### config.mk
export PLATFORM = sky130hd
export DESIGN_NAME = mouse_velocity_to_stick_unit_flat
export DESIGN_NICKNAME = d
export VERILOG_FILES = /design/src/sv/mvs_pkg.sv /design/src/sv/mvs_in_if.sv /design/src/sv/mvs_out_if.sv /design/src/sv/mouse_velocity_to_stick_unit.sv /design/src/flat_wrapper.sv
export SDC_FILE = /design/constraint.sdc
export NUM_CORES = 2
export LEC_CHECK = 0
export ABC_CLOCK_PERIOD_IN_PS = 12010
export BUFFER_PORTS_ARGS = -buffer_cell sky130_fd_sc_hd__buf_4
export CORE_UTILIZATION = 55
export DETAILED_ROUTE_END_ITERATION = 6
export GPL_TIMING_DRIVEN = 0
export PLACE_DENSITY = 0.8
export SLEW_MARGIN = 20
export SYNTH_ARGS = -nofsm -noshare
export SYNTH_HDL_FRONTEND = slang
export SYNTH_SLANG_ARGS = --single-unit
### constraint.sdc
create_clock -name i_clk -period 12.01 [get_ports i_clk]
set_input_delay 0.6005 -clock i_clk [delete_from_list [all_inputs] [get_ports i_clk]]
set_output_delay 0.6005 -clock i_clk [all_outputs]
set_load 0.05 [all_outputs]
### src/sv/mvs_pkg.sv
// Package for the mouse velocity to stick unit.
// Holds field widths, register indexes and the sequencer state type.
package mvs_pkg;

    localparam int VEL_W  = 16;
    localparam int DT_W   = 16;
    localparam int STICK_W = 16;
    localparam int CFG_IDX_W = 3;
    localparam int CFG_DATA_W = 16;

    localparam logic [CFG_IDX_W-1:0] REG_SENS_X = 3'd0;
    localparam logic [CFG_IDX_W-1:0] REG_SENS_Y = 3'd1;
    localparam logic [CFG_IDX_W-1:0] REG_MIN_X  = 3'd2;
    localparam logic [CFG_IDX_W-1:0] REG_MIN_Y  = 3'd3;
    localparam logic [CFG_IDX_W-1:0] REG_TAU    = 3'd4;
    localparam logic [CFG_IDX_W-1:0] REG_THR    = 3'd5;

    typedef enum logic [11:0] {
        S_IDLE = 12'b0000_0000_0001,
        S_MX   = 12'b0000_0000_0010,
        S_MY   = 12'b0000_0000_0100,
        S_MT   = 12'b0000_0000_1000,
        S_GATE = 12'b0000_0001_0000,
        S_DM   = 12'b0000_0010_0000,
        S_DL   = 12'b0000_0100_0000,
        S_DIV  = 12'b0000_1000_0000,
        S_MS   = 12'b0001_0000_0000,
        S_MN   = 12'b0010_0000_0000,
        S_MO   = 12'b0100_0000_0000,
        S_OUT  = 12'b1000_0000_0000
    } t_state;

endpackage

### src/sv/mvs_in_if.sv
// Input channel of the mouse velocity to stick unit.
// Depends on mvs_pkg for field widths.
interface mvs_in_if;
    logic                                valid;
    logic                                ready;
    logic signed [mvs_pkg::VEL_W-1:0]    vel_x;
    logic signed [mvs_pkg::VEL_W-1:0]    vel_y;
    logic        [mvs_pkg::DT_W-1:0]     elapsed_ms;

    modport source (output valid, output vel_x, output vel_y, output elapsed_ms, input ready);
    modport sink   (input valid, input vel_x, input vel_y, input elapsed_ms, output ready);
endinterface

### src/sv/mvs_out_if.sv
// Output channel of the mouse velocity to stick unit.
// Depends on mvs_pkg for field widths.
interface mvs_out_if;
    logic                                valid;
    logic                                ready;
    logic signed [mvs_pkg::STICK_W-1:0]  stick_x;
    logic signed [mvs_pkg::STICK_W-1:0]  stick_y;

    modport source (output valid, output stick_x, output stick_y, input ready);
    modport sink   (input valid, input stick_x, input stick_y, output ready);
endinterface

### src/sv/mouse_velocity_to_stick_unit.sv
// Mouse velocity to stick unit: noise gate, smoother, gain, clamp, minimum.
// Steps: noise gate on squared speed, smoother (multiply and 33-step divide per axis),
// scaling per axis, output load. Gated words go straight to the output load; zero dt
// holds and zero tau copies the smoother, with no divide; a full output register stalls.
// One shared 33x25 multiplier and one divider step are reused; no new word until output load.
// Synchronous active-low reset restores register defaults and clears state.
module mouse_velocity_to_stick_unit (
    input  logic                                i_clk,
    input  logic                                i_rst_n,
    mvs_in_if.sink                              i_in,
    mvs_out_if.source                           o_out,
    input  logic                                i_cfg_we,
    input  logic [mvs_pkg::CFG_IDX_W-1:0]       i_cfg_idx,
    input  logic [mvs_pkg::CFG_DATA_W-1:0]      i_cfg_data
);

    mvs_pkg::t_state r_state;

    logic [15:0] r_sens_x, r_sens_y;
    logic [14:0] r_min_x, r_min_y;
    logic [9:0]  r_tau;
    logic [14:0] r_thr;

    logic        r_moving;
    logic [31:0] r_sx, r_sy;

    logic signed [15:0] r_vx, r_vy;
    logic [15:0] r_dt;
    logic [31:0] r_sq;
    logic        r_axis;
    logic        r_neg;
    logic [16:0] r_rem;
    logic [32:0] r_quo;
    logic [5:0]  r_cnt;
    logic [15:0] r_rx, r_ry;
    logic [57:0] r_prod;

    logic        r_ov;
    logic [15:0] r_ox, r_oy;

    logic [32:0] mul_a;
    logic [24:0] mul_b;

    function automatic logic [16:0] mag16(input logic [15:0] v);
        mag16 = v[15] ? (17'd0 - {1'b1, v}) : {1'b0, v};
    endfunction

    function automatic logic [31:0] mag32(input logic [31:0] v);
        mag32 = v[31] ? (32'd0 - v) : v;
    endfunction

    // shared operands of the current step
    logic [31:0] s_cur;
    logic [15:0] v_cur;
    logic [32:0] diff;
    logic [32:0] adiff;
    logic [16:0] den;
    logic [31:0] ax, ay;
    logic [14:0] p_cur;
    logic [15:0] sens_cur;
    logic [40:0] m_clip;
    logic [41:0] m_rnd;
    logic [24:0] m24;
    logic [41:0] num;
    logic        sat;
    logic [54:0] pos_t, neg_t;
    logic [15:0] axis_res;
    logic [49:0] div_n;
    logic [17:0] rem_sh;
    logic        ge;
    logic [16:0] rem_n;
    logic [32:0] quo_n;
    logic [33:0] s_upd;
    logic [35:0] sq16;
    logic [33:0] t2x9;
    logic        gate_ok;

    always_comb begin
        s_cur    = r_axis ? r_sy : r_sx;
        v_cur    = r_axis ? r_vy : r_vx;
        diff     = {v_cur[15], v_cur, 16'd0} - {s_cur[31], s_cur};
        adiff    = diff[32] ? (33'd0 - diff) : diff;
        den      = {7'd0, r_tau} + {1'b0, r_dt};
        ax       = mag32(r_sx);
        ay       = mag32(r_sy);
        if (r_axis) begin
            p_cur    = (ay >= ax) ? r_min_y : 15'd0;
            sens_cur = r_sens_y;
        end else begin
            p_cur    = (ax >= ay) ? r_min_x : 15'd0;
            sens_cur = r_sens_x;
        end
        m_clip   = (r_prod[47:0] > 48'h100_0000_0000) ? 41'h100_0000_0000 : r_prod[40:0];
        m_rnd    = {1'b0, m_clip} + 42'h8000;
        m24      = m_rnd[40:16];
        num      = {3'd0, p_cur, 24'd0} + {1'b0, r_prod[40:0]};
        sat      = (num >= 42'h80_0000_0000);
        pos_t    = {1'b0, num[38:0], 15'd0} - {16'd0, num[38:0]} + 55'h40_0000_0000;
        neg_t    = {1'b0, num[38:0], 15'd0} + 55'h40_0000_0000;
        if (s_cur[31]) begin
            axis_res = sat ? 16'h8000 : (16'd0 - neg_t[54:39]);
        end else begin
            axis_res = sat ? 16'h7FFF : pos_t[54:39];
        end
        div_n    = r_prod[49:0] + {34'd0, den[16:1]};
        rem_sh   = {r_rem, r_quo[32]};
        ge       = (rem_sh >= {1'b0, den});
        rem_n    = ge ? (rem_sh[16:0] - den) : rem_sh[16:0];
        quo_n    = {r_quo[31:0], ge};
        s_upd    = r_neg ? ({2'd0, s_cur} - {1'b0, quo_n}) : ({2'd0, s_cur} + {1'b0, quo_n});
        sq16     = {r_sq, 4'd0};
        t2x9     = {1'b0, r_prod[29:0], 3'd0} + {4'd0, r_prod[29:0]};
        if (r_thr == 15'd0) begin
            gate_ok = (r_sq != 32'd0);
        end else if (r_moving) begin
            gate_ok = (sq16 >= {2'd0, t2x9});
        end else begin
            gate_ok = ({2'd0, r_sq} > r_prod[33:0]);
        end
    end

    // multiplier operand select
    always_comb begin
        mul_a = 33'd0;
        mul_b = 25'd0;
        case (r_state)
            mvs_pkg::S_MX: begin
                mul_a = {16'd0, mag16(r_vx)};
                mul_b = {8'd0, mag16(r_vx)};
            end
            mvs_pkg::S_MY: begin
                mul_a = {16'd0, mag16(r_vy)};
                mul_b = {8'd0, mag16(r_vy)};
            end
            mvs_pkg::S_MT: begin
                mul_a = {18'd0, r_thr};
                mul_b = {10'd0, r_thr};
            end
            mvs_pkg::S_DM: begin
                mul_a = adiff;
                mul_b = {9'd0, r_dt};
            end
            mvs_pkg::S_MS: begin
                mul_a = {1'b0, mag32(s_cur)};
                mul_b = {9'd0, sens_cur};
            end
            mvs_pkg::S_MN: begin
                mul_a = 33'd32768 - {18'd0, p_cur};
                mul_b = m24;
            end
            default: begin
                mul_a = 33'd0;
                mul_b = 25'd0;
            end
        endcase
    end

    always_ff @(posedge i_clk) begin
        r_prod <= mul_a * mul_b;
    end

    always_ff @(posedge i_clk) begin
        if (!i_rst_n) begin
            r_sens_x <= 16'd4096;
            r_sens_y <= 16'd4096;
            r_min_x  <= 15'd0;
            r_min_y  <= 15'd0;
            r_tau    <= 10'd8;
            r_thr    <= 15'd61;
        end else if (i_cfg_we) begin
            case (i_cfg_idx)
                mvs_pkg::REG_SENS_X: r_sens_x <= i_cfg_data;
                mvs_pkg::REG_SENS_Y: r_sens_y <= i_cfg_data;
                mvs_pkg::REG_MIN_X:  r_min_x  <= i_cfg_data[14:0];
                mvs_pkg::REG_MIN_Y:  r_min_y  <= i_cfg_data[14:0];
                mvs_pkg::REG_TAU:    r_tau    <= i_cfg_data[9:0];
                mvs_pkg::REG_THR:    r_thr    <= i_cfg_data[14:0];
                default: ;
            endcase
        end
    end

    always_ff @(posedge i_clk) begin
        if (!i_rst_n) begin
            r_state  <= mvs_pkg::S_IDLE;
            r_moving <= 1'b0;
            r_sx     <= 32'd0;
            r_sy     <= 32'd0;
            r_ov     <= 1'b0;
            r_axis   <= 1'b0;
            r_cnt    <= 6'd0;
        end else begin
            if (r_ov && o_out.ready && r_state != mvs_pkg::S_OUT) begin
                r_ov <= 1'b0;
            end
            case (r_state)
                mvs_pkg::S_IDLE: begin
                    if (i_in.valid) begin
                        r_vx    <= i_in.vel_x;
                        r_vy    <= i_in.vel_y;
                        r_dt    <= i_in.elapsed_ms;
                        r_state <= mvs_pkg::S_MX;
                    end
                end
                mvs_pkg::S_MX: begin
                    r_state <= mvs_pkg::S_MY;
                end
                mvs_pkg::S_MY: begin
                    r_sq    <= r_prod[31:0];
                    r_state <= mvs_pkg::S_MT;
                end
                mvs_pkg::S_MT: begin
                    r_sq    <= r_sq + r_prod[31:0];
                    r_state <= mvs_pkg::S_GATE;
                end
                mvs_pkg::S_GATE: begin
                    r_axis <= 1'b0;
                    if (!gate_ok) begin
                        // drop motion below the gate
                        r_moving <= 1'b0;
                        r_sx     <= 32'd0;
                        r_sy     <= 32'd0;
                        r_rx     <= 16'd0;
                        r_ry     <= 16'd0;
                        r_state  <= mvs_pkg::S_OUT;
                    end else begin
                        r_moving <= 1'b1;
                        if (r_tau == 10'd0) begin
                            r_sx    <= {r_vx, 16'd0};
                            r_sy    <= {r_vy, 16'd0};
                            r_state <= mvs_pkg::S_MS;
                        end else if (r_dt == 16'd0) begin
                            r_state <= mvs_pkg::S_MS;
                        end else begin
                            r_state <= mvs_pkg::S_DM;
                        end
                    end
                end
                mvs_pkg::S_DM: begin
                    r_neg   <= diff[32];
                    r_state <= mvs_pkg::S_DL;
                end
                mvs_pkg::S_DL: begin
                    r_rem   <= div_n[49:33];
                    r_quo   <= div_n[32:0];
                    r_cnt   <= 6'd33;
                    r_state <= mvs_pkg::S_DIV;
                end
                mvs_pkg::S_DIV: begin
                    r_rem <= rem_n;
                    r_quo <= quo_n;
                    r_cnt <= r_cnt - 6'd1;
                    if (r_cnt == 6'd1) begin
                        if (r_axis) begin
                            r_sy    <= s_upd[31:0];
                            r_axis  <= 1'b0;
                            r_state <= mvs_pkg::S_MS;
                        end else begin
                            r_sx    <= s_upd[31:0];
                            r_axis  <= 1'b1;
                            r_state <= mvs_pkg::S_DM;
                        end
                    end
                end
                mvs_pkg::S_MS: begin
                    if (s_cur == 32'd0) begin
                        // zero state gives zero even on the dominant axis
                        if (r_axis) begin
                            r_ry    <= 16'd0;
                            r_state <= mvs_pkg::S_OUT;
                        end else begin
                            r_rx    <= 16'd0;
                            r_axis  <= 1'b1;
                        end
                    end else begin
                        r_state <= mvs_pkg::S_MN;
                    end
                end
                mvs_pkg::S_MN: begin
                    r_state <= mvs_pkg::S_MO;
                end
                mvs_pkg::S_MO: begin
                    if (r_axis) begin
                        r_ry    <= axis_res;
                        r_state <= mvs_pkg::S_OUT;
                    end else begin
                        r_rx    <= axis_res;
                        r_axis  <= 1'b1;
                        r_state <= mvs_pkg::S_MS;
                    end
                end
                mvs_pkg::S_OUT: begin
                    // hold until the output register is free
                    if (!r_ov || o_out.ready) begin
                        r_ov    <= 1'b1;
                        r_ox    <= r_rx;
                        r_oy    <= r_ry;
                        r_state <= mvs_pkg::S_IDLE;
                    end
                end
                default: begin
                    r_state <= mvs_pkg::S_IDLE;
                end
            endcase
        end
    end

    assign i_in.ready    = (r_state == mvs_pkg::S_IDLE);
    assign o_out.valid   = r_ov;
    assign o_out.stick_x = r_ox;
    assign o_out.stick_y = r_oy;

    a_accept_starts: assert property (@(posedge i_clk) disable iff (!i_rst_n)
        i_in.valid && i_in.ready |=> r_state == mvs_pkg::S_MX)
        else $error("accepted word did not start the sequence");

    a_rem_bound: assert property (@(posedge i_clk) disable iff (!i_rst_n)
        r_state == mvs_pkg::S_DIV |-> {1'b0, r_rem} < {1'b0, den})
        else $error("divider remainder out of range");

    a_rest_clear: assert property (@(posedge i_clk) disable iff (!i_rst_n)
        !r_moving |-> r_sx == 32'd0 && r_sy == 32'd0)
        else $error("smoother state nonzero at rest");

    a_load_from_out: assert property (@(posedge i_clk) disable iff (!i_rst_n)
        $rose(r_ov) |-> $past(r_state == mvs_pkg::S_OUT))
        else $error("output loaded outside the output step");

endmodule
### src/flat_wrapper.sv
// flat-port wrapper written by rule: the top's interface ports become plain ports
module mouse_velocity_to_stick_unit_flat 
  (i_clk, i_rst_n, i_cfg_we, i_cfg_idx, i_cfg_data, i_in_valid, i_in_vel_x, i_in_vel_y, i_in_elapsed_ms, i_in_ready, o_out_valid, o_out_stick_x, o_out_stick_y, o_out_ready);
  mvs_in_if i_in_i ();
  mvs_out_if o_out_i ();
  input  logic i_clk;
  input  logic i_rst_n;
  input  logic i_cfg_we;
  input  logic [mvs_pkg::CFG_IDX_W-1:0] i_cfg_idx;
  input  logic [mvs_pkg::CFG_DATA_W-1:0] i_cfg_data;
  input wire logic [$bits(i_in_i.valid)-1:0] i_in_valid;
  input wire logic [$bits(i_in_i.vel_x)-1:0] i_in_vel_x;
  input wire logic [$bits(i_in_i.vel_y)-1:0] i_in_vel_y;
  input wire logic [$bits(i_in_i.elapsed_ms)-1:0] i_in_elapsed_ms;
  output wire logic [$bits(i_in_i.ready)-1:0] i_in_ready;
  output wire logic [$bits(o_out_i.valid)-1:0] o_out_valid;
  output wire logic [$bits(o_out_i.stick_x)-1:0] o_out_stick_x;
  output wire logic [$bits(o_out_i.stick_y)-1:0] o_out_stick_y;
  input wire logic [$bits(o_out_i.ready)-1:0] o_out_ready;
  assign i_in_i.valid = i_in_valid;
  assign i_in_i.vel_x = i_in_vel_x;
  assign i_in_i.vel_y = i_in_vel_y;
  assign i_in_i.elapsed_ms = i_in_elapsed_ms;
  assign i_in_ready = i_in_i.ready;
  assign o_out_valid = o_out_i.valid;
  assign o_out_stick_x = o_out_i.stick_x;
  assign o_out_stick_y = o_out_i.stick_y;
  assign o_out_i.ready = o_out_ready;
  mouse_velocity_to_stick_unit u_core (.i_clk(i_clk), .i_rst_n(i_rst_n), .i_in(i_in_i), .o_out(o_out_i), .i_cfg_we(i_cfg_we), .i_cfg_idx(i_cfg_idx), .i_cfg_data(i_cfg_data));
endmodule
Word-level counts from Yosys, hierarchy flattened
Cells that the tools add are included.
- add/subtract/negate cells: 22
- multipliers: 1
- $lt $le $gt $ge: 7
- equal/unequal tests: 32
- multiplexer cells: 64
- reduce and logical (&&, ||, !) cells: 32
- operators with widths (kind ; count):
    $mux W32 ; 13
    $pmux W33 S6 ; 1
    $mux W16 ; 12
    $pmux W32 S2 ; 3
    $pmux W25 S6 ; 1
    $pmux W12 S12 ; 1
    $mux W12 ; 8
    $pmux W16 S3 ; 2
    $sub A1 B32 Y32 const A ; 3
    $pmux W33 S2 ; 1
    $add A32 B32 Y32 ; 2
    $ge A32 B32 Y1 ; 2
    $add A54 B39 Y55 const B ; 1
    $add A55 B39 Y55 const B ; 1
    $sub A54 B39 Y55 ; 1
    $mux W17 ; 3
    $add A50 B16 Y50 ; 1
    $mul A33 B25 Y50 ; 1
    $gt A48 B41 Y1 const B ; 1
    $mux W15 ; 3
    $add A39 B41 Y42 ; 1
    $ge A42 B40 Y1 const B ; 1
    $add A41 B16 Y41 const B ; 1
    $mux W41 ; 1
    56 further kinds ; 93
- bits in registers: 417
- input bits: 72
- output and inout bits: 34
- word-level logic and storage cells: 183

Depth between registers and ports, before layout
- depth after elaboration: 12
- mapped depth: 54
- depth with buffers taken out: 52

Least setup slack after synthesis
Ideal clock, no wire load.
- path kind: register to register
- start: reg u_core.r_axis
- end: reg u_core.r_prod[47]
- setup time: 72 ps
- data arrival time: 12614 ps
- slack: -676 ps
- cell stages (with the launch flop): 52
- buffers on the path: 13
- clock period less this slack: 12686 ps
- path through: dfxtp_1 buf_6 buf_4 buf_2 buf_2 clkbuf_1 buf_1 buf_2 buf_1 clkbuf_1 o21ai_0 ha_1 clkbuf_1 nand2_1 a211o_1 or4_4 o211a_1 a21oi_4 [... 16 more ...] fa_1 fa_1 inv_1 fa_1 inv_1 ha_1 and3_1 o31a_1 o21ai_0 a21oi_1 or2_2 o311ai_0 inv_1 a31o_2 nor4_1 o41ai_1 a21oi_1 xnor2_1
- word-level cells in the longest chain between the ends: 6
- elaborated cells on any way between the ends: 13
- RTL lines (element ; line ; text):
    start, declared ; mouse_velocity_to_stick_unit.sv:30 ; logic r_axis;
    start signal, assigned ; mouse_velocity_to_stick_unit.sv:190 ; r_axis <= 1'b0;
    start signal, assigned ; mouse_velocity_to_stick_unit.sv:217 ; r_axis <= 1'b0;
    start signal, assigned ; mouse_velocity_to_stick_unit.sv:256 ; r_axis <= 1'b0;
    $mux W32 / $mux W16 (equally long branches) ; mouse_velocity_to_stick_unit.sv:79, mouse_velocity_to_stick_unit.sv:80 ;
    $sub A32 B32 Y33 ; mouse_velocity_to_stick_unit.sv:81 ; diff = {v_cur[15], v_cur, 16'd0} - {s_cur[31], s_cur};
    $sub A1 B33 Y33 ; mouse_velocity_to_stick_unit.sv:82 ; adiff = diff[32] ? (33'd0 - diff) : diff;
    $mux W33 ; mouse_velocity_to_stick_unit.sv:82 ;
    $pmux W33 S6 ; mouse_velocity_to_stick_unit.sv:126 ; case (r_state)
    $mul A33 B25 Y50 * ; mouse_velocity_to_stick_unit.sv:159 ; r_prod <= mul_a * mul_b;
    end signal, assigned ; mouse_velocity_to_stick_unit.sv:159 ;
    end, declared ; mouse_velocity_to_stick_unit.sv:36 ; logic [57:0] r_prod;
Every way passes the cells marked *; elsewhere a longest branch is shown, timed or not.
A chain may end at the register's enable or synchronous reset.

Final worst setup path
- start: reg u_core.r_sx[6]
- end: reg u_core.r_prod[48]
- word-level cells in the longest chain between the ends: 8
- elaborated cells on any way between the ends: 16
- RTL lines (element ; line ; text):
    start, declared ; mouse_velocity_to_stick_unit.sv:25 ; logic [31:0] r_sx, r_sy;
    start signal, assigned ; mouse_velocity_to_stick_unit.sv:229 ; r_sx <= {r_vx, 16'd0};
    start signal, assigned ; mouse_velocity_to_stick_unit.sv:259 ; r_sx <= s_upd[31:0];
    $sub A1 B32 Y32 ; mouse_velocity_to_stick_unit.sv:49 ; mag32 = v[31] ? (32'd0 - v) : v;
    $mux W32 ; mouse_velocity_to_stick_unit.sv:49 ;
    $ge A32 B32 Y1 (on tied branches) ; mouse_velocity_to_stick_unit.sv:90, mouse_velocity_to_stick_unit.sv:87 ;
    $mux W15 (on tied branches) ; mouse_velocity_to_stick_unit.sv:90, mouse_velocity_to_stick_unit.sv:87 ;
    $mux W15 ; mouse_velocity_to_stick_unit.sv:86 ; if (r_axis) begin
    $sub A16 B15 Y17 ; mouse_velocity_to_stick_unit.sv:148 ; mul_a = 33'd32768 - {18'd0, p_cur};
    $pmux W33 S6 * ; mouse_velocity_to_stick_unit.sv:126 ;
    $mul A33 B25 Y50 * ; mouse_velocity_to_stick_unit.sv:159 ;
Marked as above.

==> flow_summary.yaml <==
status:
  outcome: "finished, violations left"
  violations: "design-rule violations, negative setup slack"
synthesis:
  synth_area_leader_cell: "fa_1"
  ys_ff_latch: 417
  synth_ff_type: "dfxtp_1"
  synth_cells: 6829
  yosysWarnings: 0
  synthAdderAreaFrac_pct: 34.4
  synth_mux_area_share_pct: 1.54
  synth.top_cell.area_share_pct: 23.7
  synth_area_leaders: "fa_1 24%, ha_1 11%, edfxtp_1 10%, dfxtp_1 7.6%, inv_1 6.4%"
  yosysSeqAreaShare_pct: 17.7
  synth-edff-count: 195
  synth_area_sq_mm: 0.0583
  synth_xor_area_share_pct: 7.59
  yosys.area_share.simple_pct: 17.1
  yosys.cell_types.count: 107
  synth_compound_area_share_pct: 13.5
  async_flop_share_pct: 0
  synth_top_family_by_area: "adder cells"
  avgSynthCellArea_sq_um: 8.53
global_routing:
  use_met1_pct: 48.8
  grt_pass1_vias: 52216
  antenna_found_initial: 4
  grt_usage_pct: 39.4
  busiest_layer: "met2"
  met2_usage_pct: 61.1
  grt_overflow: 0
  grt_max_degree: 49
  grt_pass1_wl_mm: 317
  use_met3_pct: 9.64
sta:
  slew_headroom_pct: 6.82
  fin_ws_ns: -0.958
  tightest_slew_ns: 1.38
  period_needed_ns: 12.97
  rsz0062_at_grt: "true"
  fmax_mhz: 77.1
  fin_crit_sh_pct: 108
  setup_viol: 29
  drv_slew: 0
  tns_ns: -16.26
  clock_skew_ns: 0.0381
  finalHoldViolCount: 0
pwr:
  total_power_w: 0.00672
  p_seq_share_pct: 24.8
  p_int_w: 0.00380
  clkPwrFrac_pct: 23.2
  comb_power_share_pct: 51.9
  p_leak_nw: 29.9
  netSwitchingFraction_pct: 43.4
  powerDensity_mw_per_mm2: 102
  switchingPower_w: 0.00292
  peakVddDrop_uv: 289
setup_path:
  path_max_fanout: 5
  startpoint_type: "register"
  criticalPathCategory: "register to register"
  end_kind: "register"
  worst-path-buf-inv: 12
  rrSetupSlack_ns: -0.96
  reg2reg_from: "u_core.r_sx[6]$_SDFFE_PN0P_"
  path_delay_family: "adder cells"
  reg2reg_depth: 52
  timing.rr.end: "u_core.r_prod[48]$_DFF_P_"
  cpMostUsedCell: "fa_1"
  required_ns: 12.51
  critPathMaxStageDelay_ns: 0.60
  critPathSlowestCell: "or4_4"
  worstPathArrival_ns: 13.47
drt:
  drc: 6
  detailroute.via_count: 52573
  wire_per_inst_microns: 24.6
  ant_nets: 0
  dr.pass1.iters: 7
  drt_iter0_markers: 6412
  wl_mm: 213
  avgViaCountPerCell: 6.08
cts:
  clockBufferDepth: 3
  clk_latency_ns: 0.64
  cts_tree: "yes"
  numCtsBuffers: 45
  htreeDepth: 2
  cts.clk_slew.worst_paths_ns: 0.07
  hold_buffers: 0
  clock_sinks: 417
  cts_root_buf: "clkbuf_16"
cells_and_area:
  syn_to_final_growth_pct: 13.5
  postLayoutCoreUtil_pct: 62.9
  nets: 8477
  drive_gt1_share_pct: 9.77
floorplan:
  die_area_sq_mm: 0.107
  chipHeight_microns: 327
  core_region_area_sq_mm: 0.105
  pin_count: 106
  fp.dieW_microns: 327
  start_util_pct: 55.4
  row_count: 119
worst_hold_path:
  hold_end: "u_core.r_vx[0]$_DFFE_PP_"
  hold_path_depth: 1
  hold_start: "i_in_vel_x[0]"
  hp-class: "primary input to register"
placed_design:
  io_buffer_count: 104
  gp_routability_congestion: 1.07
  dp_hpwl_mm: 174
job:
  drv_cap: 0
-- logic make-up (layout without fill, tap and decap cells) --
family / count (synthesis) / after routing
AND/OR/NAND/NOR: 2126 / 2126
buffers and inverters: 1267 / 1579
AO/OA/AOI/OAI: 1246 / 1246
adder cells (fa/ha/maj): 1186 / 1186
XOR/XNOR: 498 / 498
flip-flops: 417 / 417
multiplexers: 87 / 87
other: 2 / 120
-- flip-flops by register name, summed over array words and instances, names as in the netlist, 10 cells and up --
signal,cells
u_core.o_out.stick_x,16
u_core.o_out.stick_y,16
u_core.r_dt,16
u_core.r_min_x,15
u_core.r_min_y,15
u_core.r_prod,50
u_core.r_quo,33
u_core.r_rem,17
u_core.r_rx,16
u_core.r_ry,16
u_core.r_sens_x,16
u_core.r_sens_y,16
u_core.r_sq,32
u_core.r_state,12
u_core.r_sx,32
u_core.r_sy,32
u_core.r_tau,10
u_core.r_thr,15
u_core.r_vx,16
u_core.r_vy,16
-- metrics by stage --
| step | hold WS, ns | instances | worst slack [ns] | area (sq um) |
|---|---|---|---|---|
| detailed placement | 0.405 | 8460 | -4.14 | 61800 |
| CTS | 0.143 | 8631 | -0.744 | 65600 |
| floorplan | 0.400 | 6944 | -0.0245 | 58800 |
| global placement | 0.401 | 8439 | -4.30 | 61300 |
| finish | 0.161 | 8650 | -0.958 | 66100 |
| global route | 0.147 | 8647 | -1.17 | 66100 |
-- how the worst max path moves through the flow --
stage	startpoint	endpoint	slack [ns]	cells past startpoint
after floorplan	u_core.r_sx[6]$_SDFFE_PN0P_	u_core.r_prod[47]$_DFF_P_	-0.02	47
after global placement	u_core.r_axis$_SDFFE_PN0P_	u_core.r_prod[49]$_DFF_P_	-4.30	51
after detailed placement	u_core.r_axis$_SDFFE_PN0P_	u_core.r_prod[47]$_DFF_P_	-4.14	48
after CTS	u_core.r_sx[12]$_SDFFE_PN0P_	u_core.r_prod[48]$_DFF_P_	-0.74	52
after global routing	u_core.r_sx[6]$_SDFFE_PN0P_	u_core.r_prod[47]$_DFF_P_	-1.17	52
final	u_core.r_sx[6]$_SDFFE_PN0P_	u_core.r_prod[48]$_DFF_P_	-0.96	52
-- synthesized netlist by cell type (all sizes together) (9+ instances only) --
cell,n
a21boi,10
a21oi,446
o22ai,27
or4,29
o41ai,22
and3,32
dfxtp,222
a221oi,16
nand4,57
a222oi,9
mux2,23
o21bai,44
o211ai,31
and2,159
or3,39
or2,25
nor3,104
nand2,972
a211o,9
nor2,366
nand3b,13
o31ai,34
ha,495
buf,51
xor2,147
o221ai,11
fa,691
a21o,111
clkbuf,225
a2111oi,12
xnor2,347
nand3,99
nor4,61
a211oi,42
mux2i,64
o21a,22
a31oi,44
nor2b,70
inv,989
o21ai,263
nand2b,46
nor3b,17
edfxtp,195
-- cells in the final DEF, fill, tap and decap left out, drive strengths merged, types with 42 or more instances in the layout --
cell	synthesis	routed
inv	989	999
nor2b	70	70
buf	51	301
xnor2	347	347
conb	2	117
nand3	99	99
edfxtp	195	195
dfxtp	222	222
a211oi	42	42
nand2	972	972
o21bai	44	44
nor4	61	61
and2	159	159
a21oi	446	446
o21ai	263	263
mux2i	64	64
xor2	147	147
ha	495	495
nor2	366	366
clkbuf	225	257
nor3	104	104
nand4	57	57
a31oi	44	44
nand2b	46	46
a21o	111	111
fa	691	691
-- cell type report --
class / instances / area [sq um]
Fill cell: 8930 / 39000
Antenna cell: 3 / 7.51
Clock inverter: 30 / 388
Multi-Input combinational cell: 5260 / 45300
Clock buffer: 54 / 1240
Timing Repair Buffer: 244 / 2140
Sequential cell: 417 / 10300
Tap cell: 1391 / 1740
Buffer: 260 / 1290
Inverter: 991 / 3720
-- metal layers --
layer,vias to the layer above,part of all wire (%)
li1,23242,-
met1,25487,37
met2,3087,44
met3,755,11
met4,2,8.1
met5,-,0.0061
-- power groups by stage --
stage	sequential, W	combinational (W)	clock, W
after floorplan	0.00164	0.00191	0
after global placement	0.00170	0.00284	0
after detailed placement	0.00169	0.00291	0
after CTS	0.00166	0.00327	0.00157
after global routing	0.00167	0.00371	0.00162
final	0.00167	0.00349	0.00156
-- timing repair --
item	4_1_cts	5_1_grt
cloned	1	0
buffers inserted	104	24
pin swaps	126	84
resized for setup	313	112
setup endpoints to repair	51	30
endpoints found under the hold margin	0	0
Power figures use the tool's default switching activity.
